**config.mk**
```make
export PLATFORM = sky130hd
export DESIGN_NAME = ptbs_control
export DESIGN_NICKNAME = d
export VERILOG_FILES = /design/src/design/ptbs_pkg.sv /design/src/design/ptbs_control.sv
export SDC_FILE = /design/constraint.sdc
export NUM_CORES = 1
export LEC_CHECK = 0
export ABC_AREA = 1
export BUFFER_PORTS_ARGS = -buffer_cell sky130_fd_sc_hd__buf_2
export CORE_AREA = 2 2 39 41
export CTS_BUF_LIST = sky130_fd_sc_hd__clkbuf_4 sky130_fd_sc_hd__clkbuf_8 sky130_fd_sc_hd__clkbuf_16
export DETAILED_ROUTE_END_ITERATION = 10
export DIE_AREA = 0 0 41 43
export GPL_TIMING_DRIVEN = 1
export PLACE_DENSITY = 0.76
export SLEW_MARGIN = 40
export SYNTH_ARGS = -nofsm -noshare
export SYNTH_HDL_FRONTEND = slang
export SYNTH_SLANG_ARGS = --single-unit
```
**constraint.sdc**
```tcl
create_clock -name clk -period 3.5 [get_ports clk]
set_clock_uncertainty 0.15 [all_clocks]
set_input_delay 0.7 -clock clk [delete_from_list [all_inputs] [get_ports clk]]
set_output_delay 0.7 -clock clk [all_outputs]
set_load 0.01 [all_outputs]
```
**src/design/ptbs_pkg.sv**
```systemverilog
package ptbs_pkg;

  localparam int SIEVE_LIMIT_DEF = 131071;
  localparam int PRIME_SLOTS_DEF = 16384;

  localparam int QRY_W = 32;
  localparam int IDX_W = 14;
  localparam int VAL_W = 17;

  typedef struct packed {
    logic clr_init;
    logic clr_step;
    logic sieve_init;
    logic sieve_read;
    logic mark_init;
    logic mark_step;
    logic sieve_next;
    logic scan_init;
    logic scan_read;
    logic scan_eval;
    logic srch_init;
    logic probe_read;
    logic probe_eval;
    logic fin_read;
    logic out_load;
  } dp_cmd_t;

  typedef struct packed {
    logic clr_last;
    logic sq_over;
    logic is_prime;
    logic walk_over;
    logic scan_end;
    logic table_empty;
    logic srch_done;
  } dp_stat_t;

endpackage

```
**src/design/ptbs_control.sv**
```systemverilog
module ptbs_control
  import ptbs_pkg::*;
(
  input  logic     clk,
  input  logic     rst,
  input  logic     start,
  input  dp_stat_t stat,
  output dp_cmd_t  cmd,
  output logic     busy,
  output logic     done
);

  localparam logic [3:0] S_BOOT    = 4'd0;
  localparam logic [3:0] S_CLR     = 4'd1;
  localparam logic [3:0] S_SV_CHK  = 4'd2;
  localparam logic [3:0] S_SV_WAIT = 4'd3;
  localparam logic [3:0] S_MARK    = 4'd4;
  localparam logic [3:0] S_SC_RD   = 4'd5;
  localparam logic [3:0] S_SC_EV   = 4'd6;
  localparam logic [3:0] S_IDLE    = 4'd7;
  localparam logic [3:0] S_PR_RD   = 4'd8;
  localparam logic [3:0] S_PR_EV   = 4'd9;
  localparam logic [3:0] S_OUT     = 4'd10;

  logic [3:0] state;
  logic [3:0] state_next;

  always_comb begin
    state_next = state;
    cmd        = '0;
    unique case (state)
      S_BOOT: begin
        cmd.clr_init = 1'b1;
        state_next   = S_CLR;
      end
      S_CLR: begin
        cmd.clr_step = 1'b1;
        if (stat.clr_last) begin
          cmd.sieve_init = 1'b1;
          state_next     = S_SV_CHK;
        end
      end
      S_SV_CHK: begin
        if (stat.sq_over) begin
          cmd.scan_init = 1'b1;
          state_next    = S_SC_RD;
        end else begin
          cmd.sieve_read = 1'b1;
          state_next     = S_SV_WAIT;
        end
      end
      S_SV_WAIT: begin
        if (stat.is_prime) begin
          cmd.mark_init = 1'b1;
          state_next    = S_MARK;
        end else begin
          cmd.sieve_next = 1'b1;
          state_next     = S_SV_CHK;
        end
      end
      S_MARK: begin
        if (stat.walk_over) begin
          cmd.sieve_next = 1'b1;
          state_next     = S_SV_CHK;
        end else begin
          cmd.mark_step = 1'b1;
        end
      end
      S_SC_RD: begin
        if (stat.scan_end) begin
          state_next = S_IDLE;
        end else begin
          cmd.scan_read = 1'b1;
          state_next    = S_SC_EV;
        end
      end
      S_SC_EV: begin
        cmd.scan_eval = 1'b1;
        state_next    = S_SC_RD;
      end
      S_IDLE: begin
        if (start) begin
          cmd.srch_init = 1'b1;
          state_next    = S_PR_RD;
        end
      end
      S_PR_RD: begin
        if (stat.srch_done || stat.table_empty) begin
          cmd.fin_read = 1'b1;
          state_next   = S_OUT;
        end else begin
          cmd.probe_read = 1'b1;
          state_next     = S_PR_EV;
        end
      end
      S_PR_EV: begin
        cmd.probe_eval = 1'b1;
        state_next     = S_PR_RD;
      end
      S_OUT: begin
        cmd.out_load = 1'b1;
        state_next   = S_IDLE;
      end
      default: begin
        state_next = S_BOOT;
      end
    endcase
  end

  always_ff @(posedge clk) begin
    if (rst) begin
      state <= S_BOOT;
      done  <= 1'b0;
    end else begin
      state <= state_next;
      done  <= cmd.out_load;
    end
  end

  assign busy = (state != S_IDLE);

endmodule

```
# Word-level counts from Yosys, hierarchy flattened
# Index checks and enable logic that the tools add are counted.
# op_classes
mux	33
n_reduce_logical	3
n_eq_ne	14
# op_table
operator	count
one-hot mux 4 bit (11 select lines)	1
2-to-1 mux 1 bit	24
equality test 4 x 3 -> 1 bit, second input constant	4
equality test 4 bit, second input constant	3
2-to-1 mux 4 bit	3
equality test 4 x 2 -> 1 bit, second input constant	2
2-to-1 mux 3 bit	2
!= test 2 bit, second input constant	3
equality test 4 x 1 -> 1 bit, second input constant	1
logical NOT 4 bit	1
2-to-1 mux 2 bit	2
!= test 4 x 3 -> 1 bit, second input constant	1
AND reduction 3 bit	1
one-hot mux 1 bit (2 select lines)	1
logical OR 1 bit	1
# word_totals
ff_bits	5
in_bits	10

# Logic depth before layout (Yosys ltp)
# Gate-level depths: netlist (run 1).
# logic_depth
depth_word	3
ltp_mapped	8

# Worst setup path after synthesis (run 1)
# Ideal clock, no wire load.
# synth_timing
path_type	input -> output
from	input stat[1] (netlist name)
to	output cmd[1] (netlist name)
n_path_buf	0
t_arrival_ps	982
setup_slack_ps	1668
stages	2
t_required_ps	2650
cell_sequence	o21ai_0 > inv_1
# synth_rtl
item	line_no	source
start: declaration	ptbs_control.sv:7	input dp_stat_t stat,
end: declaration	ptbs_control.sv:8	output dp_cmd_t cmd,

==> key figures, run 1 <==
Run status
  – Status: finished, final reports clean

Timing
  – RSZ-0062 raised after global routing: false
  – Worst Tran Pin Value: 0.260 ns
  – Final number of max-transition violations: 0
  – Final setup violating endpoints: 0
  – Final period util: 0.605
  – Final Hold Fails: 0
  – Peak Freq: 0.473 GHz
  – Final WS setup: 1.38 ns
  – Slew margin rel.: 0.826
  – Setup TNS: 0 ns
  – Min cycle time layout: 2.12 ns

Cells and area
  – Register area: 100 um^2
  – Share of layout cells above drive strength 1: 0.391
  – Ant diodes: 0
  – Multi-input gate area: 272 um^2
  – Layout fillers: 152
  – # nets final: 126
  – Final cell count without fillers: 131
  – Layout area overhead: 38.8%

Floorplan
  – IO Count: 27
  – Die Span Y: 43 um
  – Core area: 0.00138 mm^2
  – Die X-Extent: 41 um
  – Die ar.: 0.00176 mm^2
  – Cell Rows: 14
  – Initial core utilization: 0.331

Synthesis
  – Netlist cell types: 13
  – Synth Cell Area: 458 um^2
  – Yosys reg bits: 5
  – Sequential share of the synthesized area: 0.219
  – Syn_area_per_cell: 5.39 um^2
  – Synth Net Count: 95
  – Mapped Cells: 85
  – Area contributors post-synth: dfxtp_1, inv_1, nor2_1, nand2_1, nand3_1
  – Yosys warning count: 0
  – Dominant cell type by area after synthesis: dfxtp_1
  – Top-area cell type share of the netlist area: 0.219

Place
  – I/O Buffers: 26
  – Gpl congestion: 0.841
  – Post-DP HPWL: 989 um
  – Pre-CTS setup slack: 1.44 ns
  – Placed Instances: 127

Clock network
  – CTS Sinks: 5
  – Postcts setup bufs: 0
  – Number of buffers created by CTS: 3
  – H-tree lvl count: 1
  – Post-CTS Hold Fix Bufs: 0
  – Max clock buf depth: 2
  – Skew-Pair Late Insertion Delay: 0.24 ns
  – CTS tree: built
  – Cts repair resizes: 0
  – Clock-pin transition on the worst setup and hold timing paths: 0.05 ns
  – Root Driver: clkbuf_4

Critical path
  – R2R Setup Slk: 2.15 ns
  – Largest fanout on the critical path: 6
  – Worst setup SP type: register
  – WS Path Type: reg -> out
  – Worst Reg-to-Reg Cells: 7
  – Worst r2r dst: state[0]
  – R2R Path Start: state[2]
  – Worst Setup End Kind: primary output
  – Worst Path Required: 2.65 ns
  – Data arrival time of the critical path: 1.27 ns
  – CP startpoint: state[3]

Detailed routing
  – 1st-iter DRT viols: 10
  – Detail Route Antenna Nets: 0
  – DRC Markers: 0
  – WL per Instance: 8.74 um
  – Routed via count: 592
  – DRT Pass-1 Iters: 4
  – Vias per std cell: 4.52
  – Final WL: 1.15 mm

Pwr
  – VDD IR max: 0.000170 V
  – Power density cells: 378 mW/mm^2
  – Static leakage: 0.452 nW

Global route
  – Global-route wire length before repair: 1.88 mm
  – Initial antenna violation count: 0
  – Grt ovf: 0
  – Overall Global Routing Usage: 0.153
  – Number of global-route vias before repair: 502
  – Largest net degree at the start of global routing: 7

Min path
  – Hold Crit Start: rst
  – Worst Hold End: state[3]
  – Worst Hold Class: in -> reg
  – Hold Crit Depth: 2

Job
  – Max cap viols: 0
[critical path, stage by stage (launching register included)]
cell and delay [ns]:
dfxtp_1 0.34, nor2_2 0.26, inv_1 0.09, nor2_1 0.09, nand2_1 0.07, inv_1 0.05, buf_2 0.12
[layer usage]
metal,up-vias,GRT usage,part of all wire
met5,-,0,0
met4,0,0.0333,0
met3,0,0.0524,0.073
met2,22,0.234,0.52
met1,256,0.199,0.41
li1,314,-,-
[metrics by stage]
step	util	area, um^2	hold slack, ns	total power, mW
2_1_floorplan	-	458	0.440	0.144
3_3_place_gp	0.439	608	0.521	0.175
3_5_place_dp	0.439	608	0.547	0.176
4_1_cts	0.459	636	0.517	0.243
5_1_grt	0.459	636	0.511	0.264
6_report	0.459	636	0.522	0.241
[state kept, by name (all words and copies together), names as in the netlist]
register and count:
done 1, state 4
[cell usage after synthesis]
cell     number
nand4_1       1
nand2_1      15
nor4_2        1
nand2_2       5
a21oi_1       3
inv_2         3
o21ai_2       1
nand3_1       7
nor2_2        5
nor2_1       16
o21ai_0       3
dfxtp_1       5
inv_1        20
[placed cells by master (no fill, tap or decap)]
| cell type | netlist | final |
|---|---|---|
| a21oi_1 | 3 | 3 |
| buf_2 | 0 | 26 |
| clkbuf_4 | 0 | 3 |
| clkinv_2 | 0 | 1 |
| dfxtp_1 | 5 | 5 |
| inv_1 | 20 | 20 |
| inv_2 | 3 | 3 |
| nand2_1 | 15 | 15 |
| nand2_2 | 5 | 5 |
| nand3_1 | 7 | 7 |
| nand4_1 | 1 | 1 |
| nor2_1 | 16 | 16 |
| nor2_2 | 5 | 5 |
| nor4_2 | 1 | 1 |
| o21ai_0 | 3 | 3 |
| o21ai_2 | 1 | 1 |
[how the worst max path moves through the flow]
stage                         end  depth (start not counted)  slack (ns)
final                     cmd[10]                          6        1.38
after CTS                 cmd[10]                          6        1.37
after floorplan            cmd[1]                          2        1.67
after global placement     cmd[1]                          4        1.46
after global routing       cmd[1]                          6        1.22
after detailed placement   cmd[1]                          4        1.44
[report_power, final]
| group | total, mW | internal [mW] | switching [mW] |
|---|---|---|---|
| registers | 0.0731 | 0.0637 | 0.00934 |
| clock network | 0.0664 | 0.0414 | 0.0250 |
| logic | 0.101 | 0.0377 | 0.0634 |
[layout make-up]
class / count / area share
inverters: 23 / 0.136
well taps: 16 / 0.0315
clock inverters: 1 / 0.00787
multi-input cells: 57 / 0.427
flip-flops and latches: 5 / 0.157
repair buffers: 26 / 0.205
clock buffers: 3 / 0.0354
[cell families (layout without fill, tap and decap cells)]
| kind of cell | Yosys count | count (layout) | share of synthesized area |
|---|---|---|---|
| simple gates | 50 | 50 | 0.508 |
| buf+inv | 23 | 53 | 0.189 |
| compound gates | 7 | 7 | 0.0847 |
| flops | 5 | 5 | 0.219 |
No activity file was read; power rests on OpenSTA's default activity.
==> run 2: changes to the inputs <==
--- a/config.mk
+++ b/config.mk
@@ -12,7 +12,7 @@
 export DETAILED_ROUTE_END_ITERATION = 10
 export DIE_AREA = 0 0 41 43
 export GPL_TIMING_DRIVEN = 1
-export PLACE_DENSITY = 0.76
+export PLACE_DENSITY = 0.78
 export SLEW_MARGIN = 40
 export SYNTH_ARGS = -nofsm -noshare
 export SYNTH_HDL_FRONTEND = slang
==> constraint.sdc (replaced) <==
create_clock -name clk -period 1.7 [get_ports clk]
set_clock_uncertainty 0.15 [all_clocks]
set_input_delay 0.34 -clock clk [delete_from_list [all_inputs] [get_ports clk]]
set_output_delay 0.34 -clock clk [all_outputs]
set_load 0.01 [all_outputs]
==> run 2 against run 1 <==
Effect of this change: the flow now finishes with violations (negative setup slack); utilization is 8.6 points higher; register-to-register slack worse by 1.8 ns; critical path depth is 1 lower; final cell count is 5.3% higher; via count is 10% higher; non-clock buffer count is 7 higher; design area is 19% higher; sequential cell count stayed put; worst hold slack worse by 0.38 ns; clock power is 150% higher; setup slack worse by 1.4 ns; global-route usage is 3.9 points higher; critical path type unchanged; largest power group unchanged.
==> key figures, run 2 (synthesis results as in run 1) <==
Cells and area
  – Largest register FFs: 4
  – Ant diodes: 0
  – Largest Register: state
  – Share of layout cells above drive strength 1: 0.525
  – Most common cell after layout, fill and taps aside: buf_2
  – Layout area overhead: 64.8%
  – Most frequent cells in the layout: buf_2, inv_1, nor2_1, nand2_1
  – Final core occ: 0.545
  – Final Cell Area: 754 um^2
  – Largest regs: state: 4 flops, done: 1 flops
  – # nets final: 133

Detailed routing
  – WL per Instance: 11.5 um
  – 1st-iter DRT viols: 19
  – DRT Pass-1 Iters: 6
  – Routed via count: 653
  – DRC Markers: 0
  – Final WL: 1.59 mm
  – Vias per std cell: 4.73
  – Detail Route Antenna Nets: 0

Clock network
  – Clock-pin transition on the worst setup and hold timing paths: 0.05 ns
  – Post-CTS Hold Fix Bufs: 0
  – CTS tree: built
  – H-tree lvl count: 1
  – Number of buffers created by CTS: 3
  – Skew-Pair Late Insertion Delay: 0.26 ns
  – Root Driver: clkbuf_4
  – CTS Sinks: 5
  – Max clock buf depth: 2

Critical path
  – Data arrival time of the critical path: 1.22 ns
  – Largest fanout on the critical path: 5
  – Worst setup SP type: register
  – Worst Path Required: 1.21 ns
  – Worst Setup End Kind: primary output
  – WS Path Type: reg -> out

Timing
  – Peak Freq: 0.586 GHz
  – Final number of max-transition violations: 0
  – Final WS setup: -0.00780 ns
  – Min cycle time layout: 1.71 ns
  – Slew margin rel.: 0.869
  – Hold slack final: 0.137 ns
  – RSZ-0062 raised after global routing: true
  – Final setup violating endpoints: 1
  – Worst Tran Pin Value: 0.196 ns
  – Final period util: 1.00
  – Final Hold Fails: 0

Global route
  – Overall Global Routing Usage: 0.192
  – Grt met2 use: 0.309
  – Gr busiest metal: met2
  – Grt ovf: 0
  – GR Util met1: 0.200
  – Initial antenna violation count: 0
  – Number of global-route vias before repair: 527
  – Global-route wire length before repair: 2.15 mm
  – Grt met3 use: 0.0314
  – Largest net degree at the start of global routing: 7

Floorplan
  – Initial core utilization: 0.331
  – Die Span Y: 43 um
  – Core area: 0.00138 mm^2
  – Die ar.: 0.00176 mm^2
  – Die X-Extent: 41 um
  – Cell Rows: 14
  – IO Count: 27

Place
  – Gpl congestion: 0.911
  – Placed Area: 608 um^2
  – Post-DP HPWL: 1.08 mm
  – I/O Buffers: 26

Pwr
  – Static leakage: 0.489 nW
  – Power density cells: 808 mW/mm^2
  – VDD IR max: 0.000300 V

Run status
  – Status: finished, violations left
  – Failing checks: negative setup slack

Min path
  – Worst Hold Class: in -> reg

Job
  – Max cap viols: 0
[run 2: cell count changes in the layout (fill, tap and decap cells not counted), moves of 2 or more]
cell     previous run  this run
dfxtp_4             0         4
nor2_1             16        14
inv_4               0         2
dfxtp_1             5         1
nor2_4              0         5
inv_1              20        17
nor2_2              5         2
nand2_1            15        13
buf_4               0         7
[run 2: stage by stage]
stage | TNS [ns] | std cells | power (mW) | setup WS [ns]
after detailed placement | 0 | 127 | 0.368 | 0.187
after floorplan | 0 | 85 | 0.296 | 0.311
after global routing | -0.368 | 138 | 0.649 | -0.0566
after global placement | 0 | 127 | 0.362 | 0.204
after CTS | 0 | 132 | 0.539 | 0.00352
final | -0.00780 | 138 | 0.610 | -0.00780
[run 2: area by class of cell]
class / instances / area, um^2
fill: 128 / 629
sequential: 5 / 115
clock buffer: 4 / 30.0
tap: 16 / 20.0
multi-input combinational: 57 / 315
timing repair buffer: 33 / 183
inverter: 23 / 91.3
[run 2: critical path: stages (launching register included)]
cell     delay (ns)
dfxtp_4        0.37
nor2_4         0.15
buf_4          0.14
nand2_2        0.08
nor2_1         0.10
buf_2          0.13
[run 2: path summary, 6_finish.rpt]
check	endpoint	cells after the start	startpoint	slack [ns]
max	cmd[12]	5	state[2]	-0.008
min	state[3]	2	rst	0.14
max reg2reg	state[0]	8	state[3]	0.30
min reg2reg	state[3]	3	state[2]	0.59
[run 2: routing by layer]
layer | part of all wire | wire length, um
met5 | 0 | 0
met1 | 0.38 | 604
met4 | 0.051 | 81
met2 | 0.51 | 814
met3 | 0.054 | 85
[run 2: timing repair]
| action | CTS | global route |
|---|---|---|
| pin swaps | 1 | 6 |
| resized for setup | 7 | 18 |
| gates cloned | 0 | 0 |
| setup endpoints to repair | 11 | 10 |
| setup buffers | 1 | 6 |
[run 2: power by group]
group          switching, mW  internal (mW)  total, mW
Clock                 0.0600          0.105      0.165
Sequential            0.0293          0.135      0.165
Combinational          0.167          0.113      0.280
==> run 3: changes to the inputs <==
--- a/config.mk
+++ b/config.mk
@@ -6,7 +6,7 @@
 export NUM_CORES = 1
 export LEC_CHECK = 0
 export ABC_AREA = 1
-export BUFFER_PORTS_ARGS = -buffer_cell sky130_fd_sc_hd__buf_2
+export BUFFER_PORTS_ARGS = -buffer_cell sky130_fd_sc_hd__clkbuf_2
 export CORE_AREA = 2 2 39 41
 export CTS_BUF_LIST = sky130_fd_sc_hd__clkbuf_4 sky130_fd_sc_hd__clkbuf_8 sky130_fd_sc_hd__clkbuf_16
 export DETAILED_ROUTE_END_ITERATION = 10
==> run 3 against run 2 <==
Effect of this change: the flow still finishes with violations (negative setup slack); non-clock buffer count fell by 1; critical path depth did not move; via count increased by 0.46%; critical endpoint is now cmd[6]; wire length down 11%; combinational power up 4%; clock-buffer cell count unchanged.
==> key figures, run 3 (synthesis results as in run 1) <==
Run status
  – Status: finished, violations left
  – Failing checks: negative setup slack

Cells and area
  – Final Cell Area: 762 um^2
  – Multi-input gate area: 324 um^2
  – Largest regs: state: 4 flops, done: 1 flops
  – Largest Register: state
  – Most common cell after layout, fill and taps aside: clkbuf_2
  – Register area: 115 um^2
  – # nets final: 132
  – Layout fillers: 123
  – Most frequent cells in the layout: clkbuf_2, inv_1, nor2_1, nand2_1, nand3_1
  – Ant diodes: 0
  – Layout area overhead: 66.4%
  – Final cell count without fillers: 137
  – Share of layout cells above drive strength 1: 0.521
  – Largest register FFs: 4

Floorplan
  – Die ar.: 0.00176 mm^2
  – IO Count: 27
  – Die X-Extent: 41 um
  – Core area: 0.00138 mm^2
  – Initial core utilization: 0.331
  – Die Span Y: 43 um
  – Cell Rows: 14

Pwr
  – Sw Ratio: 0.407
  – Power density cells: 800 mW/mm^2
  – Comb pwr share: 0.477
  – Static leakage: 0.487 nW
  – Final Total Pwr: 0.610 mW
  – VDD IR max: 0.000389 V
  – Flop pwr share: 0.266
  – P_int: 0.362 mW
  – Clock Power Share: 0.258
  – Psw: 0.248 mW

Timing
  – Final number of max-transition violations: 0
  – Setup TNS: -0.0243 ns
  – Final setup violating endpoints: 2
  – Slew margin rel.: 0.865
  – Final period util: 1.01
  – Final Hold Fails: 0
  – Worst Tran Pin Value: 0.203 ns
  – Peak Freq: 0.584 GHz
  – Final WS setup: -0.0127 ns
  – Hold slack final: 0.154 ns
  – Min cycle time layout: 1.71 ns
  – RSZ-0062 raised after global routing: true

Critical path
  – Largest fanout on the critical path: 5
  – Worst Setup End Kind: primary output
  – WS Path Type: reg -> out
  – Worst setup SP type: register
  – Data arrival time of the critical path: 1.22 ns
  – Worst Path Required: 1.21 ns

Place
  – Gpl congestion: 0.926
  – Placed Instances: 127
  – I/O Buffers: 26
  – Post-DP HPWL: 1.03 mm
  – Placed Area: 608 um^2

Global route
  – Grt ovf: 0
  – Overall Global Routing Usage: 0.161
  – Largest net degree at the start of global routing: 7
  – Global-route wire length before repair: 2.02 mm
  – Number of global-route vias before repair: 531
  – Initial antenna violation count: 0

Clock network
  – H-tree lvl count: 1
  – CTS Sinks: 5
  – Post-CTS Hold Fix Bufs: 0
  – Root Driver: clkbuf_4
  – Number of buffers created by CTS: 3
  – Max clock buf depth: 2
  – Clock-pin transition on the worst setup and hold timing paths: 0.05 ns
  – Skew-Pair Late Insertion Delay: 0.25 ns
  – CTS tree: built

Detailed routing
  – Detail Route Antenna Nets: 0
  – DRC Markers: 0
  – Routed via count: 656
  – DRT Pass-1 Iters: 4
  – 1st-iter DRT viols: 21
  – Final WL: 1.42 mm
  – WL per Instance: 10.4 um
  – Vias per std cell: 4.79

Min path
  – Worst Hold Class: in -> reg

Job
  – Max cap viols: 0
## run 3: worst max-delay path: stages, from the launching register on
cell      delay, ns
dfxtp_4        0.39
inv_1          0.07
nor2_1         0.17
nand2_1        0.12
nor2_1         0.10
clkbuf_2       0.13
## run 3: path summary, 6_finish.rpt
path	start	slack (ns)	end	cells past startpoint
worst min-delay path	rst	0.15	state[3]	2
worst max register to register	state[2]	0.24	state[1]	8
worst max-delay path	state[2]	-0.01	cmd[6]	5
worst min register to register	state[0]	0.50	done	3
## run 3: what timing repair did
item	CTS	global route
gates cloned	0	0
pin swaps	1	4
buffers inserted	2	4
gates resized for setup	8	25
setup endpoints to repair	5	8
## run 3: cell type report
cell class,instances,share of cell area
clock buffers,4,0.0394
well taps,16,0.0263
flip-flops and latches,5,0.151
multi-input cells,57,0.425
inverters,23,0.123
repair buffers,32,0.235
## run 3: metrics by stage
step | setup slack, ns | utilization
floorplan | 0.311 | -
CTS | 0.00968 | 0.486
global route | -0.0654 | 0.551
detailed placement | 0.183 | 0.439
finish | -0.0127 | 0.551
global placement | 0.201 | 0.439
## run 3: routing by layer
layer  track usage  part of all wire
met1         0.203              0.38
met2         0.263              0.52
met3        0.0209             0.072
met4        0.0600             0.024
met5             0                 0
## run 3: power groups by stage
stage	sequential (mW)	clock, mW	combinational [mW]
6_report	0.162	0.157	0.291
5_1_grt	0.165	0.172	0.318
3_5_place_dp	0.152	0	0.214
3_3_place_gp	0.152	0	0.211
2_1_floorplan	0.148	0	0.148
4_1_cts	0.156	0.157	0.236
